**src/hdl/zvqs_pkg.sv**
```systemverilog
// Package for the zone valve queue sequencer.
// Command and state codes, the zone record and the millisecond limit helper.
// No dependencies.
package zvqs_pkg;

	localparam int ZONE_W = 4;
	localparam int DUR_W = 16;
	localparam int MS_W = 27;

	typedef enum logic [2:0] {
		ACT_TICK     = 3'd0,
		ACT_OPEN     = 3'd1,
		ACT_CLOSE    = 3'd2,
		ACT_TOGGLE   = 3'd3,
		ACT_DURATION = 3'd4,
		ACT_MANUAL   = 3'd5
	} action_t;

	localparam logic [1:0] ST_CLOSED  = 2'd0;
	localparam logic [1:0] ST_PENDING = 2'd1;
	localparam logic [1:0] ST_OPEN    = 2'd2;

	localparam logic [1:0] PH_IDLE  = 2'd0;
	localparam logic [1:0] PH_OPEN  = 2'd1;
	localparam logic [1:0] PH_PAUSE = 2'd2;

	localparam logic REG_ZONES_IN_USE  = 1'b0;
	localparam logic REG_PAUSE_SECONDS = 1'b1;

	localparam logic [DUR_W-1:0] DEFAULT_SECONDS = 16'd300;
	localparam logic [MS_W-1:0] ELAPSED_MAX = 27'h7FF_FFFF;

	typedef struct packed {
		logic [DUR_W-1:0] dur;
		logic [1:0]       st;
	} zrec_t;

	// seconds * 1000 as shift-and-subtract
	function automatic logic [MS_W-1:0] ms_limit(input logic [DUR_W-1:0] secs);
		logic [MS_W-1:0] w;
		w = {{(MS_W - DUR_W){1'b0}}, secs};
		return (w << 10) - (w << 4) - (w << 3);
	endfunction

endpackage

```
**src/hdl/zvqs_ram.sv**
```systemverilog
// Generic single-write, single-read synchronous RAM with registered read.
// No dependencies.
module zvqs_ram #(
	parameter int WIDTH = 18,
	parameter int DEPTH = 16,
	localparam int AW = (DEPTH > 1) ? $clog2(DEPTH) : 1
) (
	input  logic             clk,
	input  logic             we,
	input  logic [AW-1:0]    waddr,
	input  logic [WIDTH-1:0] wdata,
	input  logic [AW-1:0]    raddr,
	output logic [WIDTH-1:0] rdata
);

	logic [WIDTH-1:0] mem [DEPTH];

	always_ff @(posedge clk) begin
		if (we) begin
			mem[waddr] <= wdata;
		end
		rdata <= mem[raddr];
	end

endmodule

```
**src/hdl/zone_valve_queue_sequencer.sv**
```systemverilog
// Zone valve queue sequencer, top level.
// Depends on zvqs_pkg and zvqs_ram.
//
//  channel | dir | handshake           | content
//  --------+-----+---------------------+-------------------------------------------
//  s_*     | in  | s_tvalid / s_tready | command word: action, zone, value
//  m_*     | out | m_tvalid / m_tready | status word: zone state, valves, phase, depth
//  APB     | in  | psel & penable      | 0x0 zones_in_use, 0x4 pause_seconds
//
// Each command word passes through EXEC, FIN and RES from accept to result; a tick that
// opens the queue head also passes through OPEN, and closing a pending zone through WALK,
// where the queue RAM is walked one entry a cycle to squeeze out the removed zone.
// Zone records sit in a RAM; per-zone valid bits stand in for its reset, so no
// clearing pass is needed after arst_n. A result waits in the output register;
// the next command word is taken meanwhile and only stalls before its own result.
module zone_valve_queue_sequencer #(
	parameter int ZONES = 16
) (
	input  logic        clk,
	input  logic        arst_n,
	// stream in
	input  logic        s_tvalid,
	output logic        s_tready,
	input  logic [23:0] s_tdata,   // [3:0] zone, [19:4] value, [23:20] zero
	input  logic [2:0]  s_tuser,   // [2:0] action
	// stream out
	output logic        m_tvalid,
	input  logic        m_tready,
	output logic [31:0] m_tdata,   // [1:0] zone_state, [17:2] valve_drive, [18] master_on,
	                               // [20:19] phase, [25:21] queue_depth, [31:26] zero
	// configuration
	input  logic        psel,
	input  logic        penable,
	input  logic        pwrite,
	input  logic [2:0]  paddr,
	input  logic [31:0] pwdata,
	output logic [31:0] prdata,
	output logic        pready
);

	import zvqs_pkg::*;

	localparam int AW = (ZONES > 1) ? $clog2(ZONES) : 1;
	localparam int CW = $clog2(ZONES + 1);

	typedef enum logic [5:0] {
		S_IDLE = 6'b000001,
		S_EXEC = 6'b000010,
		S_OPEN = 6'b000100,
		S_WALK = 6'b001000,
		S_FIN  = 6'b010000,
		S_RES  = 6'b100000
	} state_t;

	state_t                state_q;
	action_t               action_q;
	logic [ZONE_W-1:0]     zone_q;
	logic [DUR_W-1:0]      value_q;
	logic [AW-1:0]         head_q;
	logic [CW-1:0]         count_q;
	logic [AW-1:0]         active_q;
	logic [1:0]            phase_q;
	logic [MS_W-1:0]       elapsed_q;
	logic                  override_q;
	logic [4:0]            ziu_q;
	logic [DUR_W-1:0]      pause_q;
	logic [(1<<AW)-1:0]    zvalid_q;
	logic [AW-1:0]         rd_addr_q;
	logic [CW-1:0]         walk_k_q;
	logic                  found_q;
	logic                  m_tvalid_q;
	logic [31:0]           m_tdata_q;

	// queue RAM port signals
	logic                  q_we;
	logic [AW-1:0]         q_waddr;
	logic [ZONE_W-1:0]     q_wdata;
	logic [AW-1:0]         q_raddr;
	logic [ZONE_W-1:0]     q_rdata;
	// zone record RAM port signals
	logic                  z_we;
	logic [AW-1:0]         z_waddr;
	zrec_t                 z_wdata;
	logic [AW-1:0]         z_raddr;
	zrec_t                 z_rdata;

	logic [1:0]            rec_st;
	logic [DUR_W-1:0]      rec_dur;
	logic                  fitted;
	logic                  do_open;
	logic                  do_shut;
	logic                  do_remove;
	logic [MS_W-1:0]       el_inc;
	logic                  close_now;
	logic                  pause_done;
	logic                  walk_match;
	logic                  walk_last;
	logic                  out_free;
	logic [15:0]           drive;

	// ring position k places after the queue head
	function automatic logic [AW-1:0] ring(input logic [AW-1:0] base,
			input logic [CW-1:0] k);
		logic [CW:0] s;
		s = (CW+1)'(base) + (CW+1)'(k);
		if (s >= (CW+1)'(ZONES)) begin
			s = s - (CW+1)'(ZONES);
		end
		return s[AW-1:0];
	endfunction

	function automatic logic [AW-1:0] to_addr(input logic [ZONE_W-1:0] z);
		logic [AW+ZONE_W-1:0] t;
		t = {{AW{1'b0}}, z};
		return t[AW-1:0];
	endfunction

	zvqs_ram #(.WIDTH(ZONE_W), .DEPTH(ZONES)) u_queue_ram (
		.clk   (clk),
		.we    (q_we),
		.waddr (q_waddr),
		.wdata (q_wdata),
		.raddr (q_raddr),
		.rdata (q_rdata)
	);

	zvqs_ram #(.WIDTH($bits(zrec_t)), .DEPTH(ZONES)) u_zone_ram (
		.clk   (clk),
		.we    (z_we),
		.waddr (z_waddr),
		.wdata (z_wdata),
		.raddr (z_raddr),
		.rdata (z_rdata)
	);

	// record of the last read; a never-written zone reads as closed, duration zero (the default)
	assign rec_st  = zvalid_q[rd_addr_q] ? z_rdata.st  : ST_CLOSED;
	assign rec_dur = zvalid_q[rd_addr_q] ? z_rdata.dur : '0;

	assign fitted = ({1'b0, zone_q} < ziu_q) && (int'(zone_q) < ZONES);

	assign do_open = fitted && rec_st == ST_CLOSED && int'(count_q) < ZONES &&
		(action_q == ACT_OPEN || action_q == ACT_TOGGLE);
	assign do_shut = fitted && rec_st == ST_OPEN && phase_q == PH_OPEN &&
		(action_q == ACT_CLOSE || action_q == ACT_TOGGLE);
	assign do_remove = fitted && rec_st == ST_PENDING && action_q == ACT_CLOSE;

	assign el_inc     = (elapsed_q < ELAPSED_MAX) ? elapsed_q + 1'b1 : elapsed_q;
	assign close_now  = el_inc >= ms_limit((rec_dur == '0) ? DEFAULT_SECONDS : rec_dur);
	assign pause_done = el_inc >= ms_limit(pause_q);

	assign walk_match = !found_q && q_rdata == zone_q;
	assign walk_last  = walk_k_q == CW'(count_q - 1'b1);

	// memory port control
	always_comb begin
		q_raddr = head_q;
		q_we    = 1'b0;
		q_waddr = ring(head_q, count_q);
		q_wdata = zone_q;
		z_raddr = to_addr(zone_q);
		z_we    = 1'b0;
		z_waddr = to_addr(zone_q);
		z_wdata = '{dur: rec_dur, st: rec_st};
		unique case (state_q)
			S_IDLE: begin
				z_raddr = (s_tuser == ACT_TICK) ? active_q : to_addr(s_tdata[3:0]);
			end
			S_EXEC: begin
				case (action_q)
					ACT_TICK: begin
						// head zone record, for the open write that follows
						z_raddr = to_addr(q_rdata);
						if (phase_q == PH_OPEN && close_now) begin
							z_we       = 1'b1;
							z_waddr    = active_q;
							z_wdata.st = ST_CLOSED;
						end
					end
					ACT_OPEN, ACT_CLOSE, ACT_TOGGLE: begin
						if (do_open) begin
							q_we       = 1'b1;
							z_we       = 1'b1;
							z_wdata.st = ST_PENDING;
						end else if (do_shut || do_remove) begin
							z_we       = 1'b1;
							z_wdata.st = ST_CLOSED;
						end
					end
					ACT_DURATION: begin
						if (fitted) begin
							z_we        = 1'b1;
							z_wdata.dur = value_q;
						end
					end
					default: ;
				endcase
			end
			S_OPEN: begin
				z_we       = 1'b1;
				z_waddr    = active_q;
				z_wdata.st = ST_OPEN;
			end
			S_WALK: begin
				// read one ahead, move found tail entries down by one
				q_raddr = ring(head_q, CW'(walk_k_q + 1'b1));
				if (found_q) begin
					q_we    = 1'b1;
					q_waddr = ring(head_q, CW'(walk_k_q - 1'b1));
					q_wdata = q_rdata;
				end
			end
			S_FIN: begin
				z_raddr = to_addr(zone_q);
			end
			S_RES: ;
			default: ;
		endcase
	end

	always_ff @(posedge clk) begin
		rd_addr_q <= z_raddr;
	end

	always_ff @(posedge clk or negedge arst_n) begin
		if (!arst_n) begin
			zvalid_q <= '0;
		end else if (z_we) begin
			zvalid_q[z_waddr] <= 1'b1;
		end
	end

	// sequencer
	always_ff @(posedge clk or negedge arst_n) begin
		if (!arst_n) begin
			state_q    <= S_IDLE;
			head_q     <= '0;
			count_q    <= '0;
			active_q   <= '0;
			phase_q    <= PH_IDLE;
			elapsed_q  <= '0;
			override_q <= 1'b0;
			walk_k_q   <= '0;
			found_q    <= 1'b0;
		end else begin
			unique case (state_q)
				S_IDLE: begin
					if (s_tvalid) begin
						state_q <= S_EXEC;
					end
				end
				S_EXEC: begin
					state_q <= S_FIN;
					case (action_q)
						ACT_TICK: begin
							case (phase_q)
								PH_IDLE: begin
									if (count_q != '0) begin
										active_q  <= to_addr(q_rdata);
										elapsed_q <= '0;
										phase_q   <= PH_OPEN;
										head_q    <= ring(head_q, CW'(1));
										count_q   <= CW'(count_q - 1'b1);
										state_q   <= S_OPEN;
									end
								end
								PH_OPEN: begin
									elapsed_q <= el_inc;
									if (close_now) begin
										if (pause_q != '0) begin
											phase_q   <= PH_PAUSE;
											elapsed_q <= '0;
										end else begin
											phase_q <= PH_IDLE;
										end
									end
								end
								default: begin
									elapsed_q <= el_inc;
									if (pause_done) begin
										phase_q <= PH_IDLE;
									end
								end
							endcase
						end
						ACT_OPEN, ACT_CLOSE, ACT_TOGGLE: begin
							if (do_open) begin
								count_q <= CW'(count_q + 1'b1);
							end
							if (do_shut) begin
								phase_q <= PH_IDLE;
							end
							if (do_remove && count_q != '0) begin
								walk_k_q <= '0;
								found_q  <= 1'b0;
								state_q  <= S_WALK;
							end
						end
						ACT_MANUAL: begin
							override_q <= value_q[0];
						end
						default: ;
					endcase
				end
				S_OPEN: begin
					state_q <= S_FIN;
				end
				S_WALK: begin
					if (walk_match) begin
						found_q <= 1'b1;
					end
					if (walk_last) begin
						if (found_q || walk_match) begin
							count_q <= CW'(count_q - 1'b1);
						end
						state_q <= S_FIN;
					end else begin
						walk_k_q <= CW'(walk_k_q + 1'b1);
					end
				end
				S_FIN: begin
					state_q <= S_RES;
				end
				S_RES: begin
					if (out_free) begin
						state_q <= S_IDLE;
					end
				end
				default: begin
					state_q <= S_IDLE;
				end
			endcase
		end
	end

	// command word capture
	always_ff @(posedge clk) begin
		if (state_q == S_IDLE && s_tvalid) begin
			action_q <= action_t'(s_tuser);
			zone_q   <= s_tdata[3:0];
			value_q  <= s_tdata[19:4];
		end
	end

	assign s_tready = state_q == S_IDLE;

	// output register
	assign out_free = !m_tvalid_q || m_tready;
	assign drive    = (phase_q == PH_OPEN) ? (16'd1 << active_q) : '0;

	always_ff @(posedge clk or negedge arst_n) begin
		if (!arst_n) begin
			m_tvalid_q <= 1'b0;
		end else if (state_q == S_RES && out_free) begin
			m_tvalid_q <= 1'b1;
		end else if (m_tready) begin
			m_tvalid_q <= 1'b0;
		end
	end

	always_ff @(posedge clk) begin
		if (state_q == S_RES && out_free) begin
			m_tdata_q <= {6'd0, 5'(count_q), phase_q,
				override_q || phase_q == PH_OPEN, drive,
				(int'(zone_q) < ZONES) ? rec_st : ST_CLOSED};
		end
	end

	assign m_tvalid = m_tvalid_q;
	assign m_tdata  = m_tdata_q;

	// configuration registers
	always_ff @(posedge clk or negedge arst_n) begin
		if (!arst_n) begin
			ziu_q   <= 5'd16;
			pause_q <= '0;
		end else if (psel && penable && pwrite) begin
			unique case (paddr[2])
				REG_ZONES_IN_USE:  ziu_q   <= pwdata[4:0];
				REG_PAUSE_SECONDS: pause_q <= pwdata[15:0];
				default: ;
			endcase
		end
	end

	always_comb begin
		unique case (paddr[2])
			REG_ZONES_IN_USE:  prdata = {27'd0, ziu_q};
			REG_PAUSE_SECONDS: prdata = {16'd0, pause_q};
			default:           prdata = '0;
		endcase
	end

	assign pready = 1'b1;

endmodule
```
**config.mk**
```make
export PLATFORM = sky130hd
export DESIGN_NAME = zone_valve_queue_sequencer
export DESIGN_NICKNAME = d
export VERILOG_FILES = /design/src/hdl/zvqs_pkg.sv /design/src/hdl/zvqs_ram.sv /design/src/hdl/zone_valve_queue_sequencer.sv
export SDC_FILE = /design/constraint.sdc
export NUM_CORES = 1
export LEC_CHECK = 0
export BUFFER_PORTS_ARGS = -buffer_cell sky130_fd_sc_hd__buf_4
export CORE_MARGIN = 2
export CORE_UTILIZATION = 49
export CTS_BUF_LIST = sky130_fd_sc_hd__clkbuf_4 sky130_fd_sc_hd__clkbuf_8
export CTS_CLUSTER_DIAMETER = 100
export DETAILED_ROUTE_END_ITERATION = 10
export HOLD_SLACK_MARGIN = 0.08
export PLACE_DENSITY = 0.68
export SLEW_MARGIN = 40
export SYNTH_ARGS = -nofsm -noshare
export SYNTH_HDL_FRONTEND = slang
export SYNTH_SLANG_ARGS = --single-unit
```
**constraint.sdc**
```tcl
create_clock -name clk -period 18.6 [get_ports clk]
set_input_delay 0.93 -clock clk [delete_from_list [all_inputs] [get_ports clk]]
set_output_delay 0.93 -clock clk [all_outputs]
set_load 0.01 [all_outputs]
```
==> impl_metrics.py <==
metrics = {
    "drt": {
        "via_per_inst": 5.74,
        "drt-initial-drc-count": 1369,
        "drc_errors": 0,
        "firstDrtPassIters": 5,
        "met2_length_um": 31400,
        "drt-met1-wl_um": 27100,
        "top_layer": "met5",
        "wire_per_inst_um": 19.7,
        "routed_wl_um": 63500,
        "wl_met3_um": 3330,
        "vias": 18500,
        "ant_nets": 0,
    },
    "synth": {
        "ys_seq_area_share_pct": 55.9,
        "synth_area_leaders": "edfxtp_1 (45%), dfrtp_1 (8.6%), ha_1 (6.3%)",
        "yosysTopAreaCellShare_pct": 45.2,
        "syn-mean-instance-area_um2": 11.4,
        "async_flop_share_pct": 17.9,
        "synth-edff-count": 401,
        "yosysTopAreaCell": "edfxtp_1",
        "synth_ff_type": "edfxtp_1",
        "ys_warn_count": 0,
        "synth_area_mm2": 0.0266,
        "syn-instance-count": 2344,
        "ys_ff_latch": 520,
        "synth_cell_types": 77,
    },
    "sta": {
        "tns_ps": 0,
        "finalHoldViolations": 0,
        "slew-limit-headroom_pct": 44.3,
        "max_freq_mhz": 102,
        "slew_violations": 0,
        "setup_violations": 0,
        "period_minus_slack_ps": 9820,
        "fin_crit_sh_pct": 52.8,
        "tightest_slew_ps": 835,
        "rsz0062_at_grt": "false",
        "skew_ps": 47.2,
    },
    "setup_path": {
        "cp.arrival_ps": 10190,
        "cp-end-kind": "flop",
        "cp-start-kind": "flop",
        "crit_path_top_delay_cell": "nor2_2",
        "worst_ep_required_time_ps": 18970,
        "critPathMaxStageDelay_ps": 680,
        "crit_path_max_fanout": 11,
        "crit_type": "reg2reg",
    },
    "die": {
        "ios": 136,
        "die_area_mm2": 0.0562,
        "rows": 85,
        "coreArea_mm2": 0.0538,
        "initial_utilization_pct": 49.5,
        "die_w_um": 237,
        "die_y_um": 237,
    },
    "clock_network": {
        "cts_tree": "done",
        "cts_buffer_depth": 3,
        "cts_root_buf": "clkbuf_8",
        "cts_buffers": 88,
        "clock_latency_ps": 680,
        "clkTransAtPathRegs_ps": 60,
        "ctsHoldBuffers": 0,
        "clkSinkCount": 520,
        "ctsResizeCount": 0,
        "post_cts_buffers": 0,
        "cts.htree.levels": 3,
    },
    "finish": {
        "final_cell_mix": "edfxtp_1 (401), nand2_1 (374), a21oi_1 (147), buf_4 (139), ha_1 (133)",
        "layout_commonest_cell": "edfxtp_1",
        "area_growth_syn_to_layout_pct": 12.0,
        "drive_gt1_share_pct": 14.8,
        "layout.nets": 2688,
        "final_util_pct": 55.4,
    },
    "status": {
        "status": "complete, no violations",
    },
    "grt": {
        "grt_pass1_wl_um": 99200,
        "grt_max_degree": 80,
        "track_usage_pct": 22.5,
        "antenna_found_initial": 2,
        "overflow": 0,
        "grt_pass1_vias": 18200,
    },
    "min_path": {
        "hold_class": "in2async",
    },
    "placement": {
        "globalplace.congestion": 0.877,
        "hpwlAfterDp_um": 42600,
        "port-buffer-count": 90,
    },
    "flow_run": {
        "cap_violations": 0,
    },
}
-- cell usage after synthesis (13+ instances only) --
master / instances
nand2b_1: 23
a21o_1: 36
a31oi_1: 53
nor3_1: 38
fa_1: 21
nand4_1: 21
a221oi_1: 20
nand2_1: 375
mux2_2: 36
a22o_1: 15
edfxtp_1: 401
nor2b_1: 25
mux4_2: 16
inv_1: 91
nand3_1: 74
buf_4: 27
nor2_1: 129
mux2i_1: 37
a32oi_1: 21
and3_1: 21
xor2_1: 43
o21ai_0: 87
clkbuf_1: 63
o21a_1: 13
a21oi_1: 148
buf_2: 27
dfxtp_1: 26
xnor2_1: 54
and2_1: 16
dfrtp_1: 91
o21bai_1: 20
ha_1: 133
-- cells by family (layout without fill, tap and decap cells) --
logic type               after synthesis  after routing  synth area share [%]
AO/OA/AOI/OAI                        495            495                  12.0
XOR/XNOR                              97             97                  3.19
adder cells (fa/ha/maj)              154            154                  7.83
buffers and inverters                223            387                  3.87
flip-flops                           520            520                  55.9
multiplexers                          89             89                  4.27
other                                  2             24                0.0282
AND/OR/NAND/NOR                      764            764                  12.9
-- sequential cells by signal (all words and copies together), names as in the netlist, 2 cells and up --
register / cells
zvalid_q: 16
value_q: 16
ziu_q: 5
u_zone_ram.rdata: 18
zone_q: 4
head_q: 4
count_q: 5
phase_q: 2
m_tdata: 26
u_queue_ram.rdata: 4
u_zone_ram.mem: 288
walk_k_q: 5
elapsed_q: 27
state_q: 6
action_q: 3
u_queue_ram.mem: 64
pause_q: 16
rd_addr_q: 4
active_q: 4
-- worst max-delay path, delay by kind of cell, from the launching register on --
family | cells | cell delay, ps
AOI/OAI and AO/OA | 14 | 3900
buffers and inverters | 2 | 370
adders and majority gates | 4 | 1500
DFF | 1 | 580
muxes | 1 | 380
and+or+nand+nor | 9 | 2740
-- stage by stage --
stage	cells	setup WS [ps]	hold WS, ps	area (um^2)
2_1_floorplan	2365	10270	423	26700
3_3_place_gp	3070	8830	455	28000
3_5_place_dp	3070	8700	463	28100
4_1_cts	3224	8640	205	29800
5_1_grt	3226	8130	237	29800
6_report	3226	8780	223	29800
-- worst paths after layout --
path / start / end / slack [ps] / cells after the start
hold reg to reg: zvalid_q[10] / zvalid_q[10] / 470 / 1
max in group asynchronous: arst_n / state_q[1] / 17410 / 2
hold / removal: arst_n / elapsed_q[23] / 220 / 1
setup reg to reg: rd_addr_q[3] / u_zone_ram.mem[9][9] / 8780 / 30
setup / recovery: rd_addr_q[3] / u_zone_ram.mem[9][9] / 8780 / 30
min in group clk: s_tdata[14] / value_q[10] / 440 / 1
-- per-layer routing --
| metal | vias up | GRT usage (%) |
|---|---|---|
| li1 | 8772 | - |
| met3 | 122 | 3.65 |
| met1 | 9104 | 29.9 |
| met5 | - | 0 |
| met4 | 2 | 7.38 |
| met2 | 532 | 37.9 |
-- layout make-up --
cell class	instances	area, um^2
diodes	1	2.50
clock buffers	125	1550
clock inverters	29	174
fillers	4473	24000
inverters	92	350
multi-input cells	1622	10900
flip-flops and latches	520	14900
well taps	696	871
repair buffers	141	1070
Power is left out: the tool's default activity adds up to more than one toggle a clock period on the data nets, which glitch-free logic cannot reach.
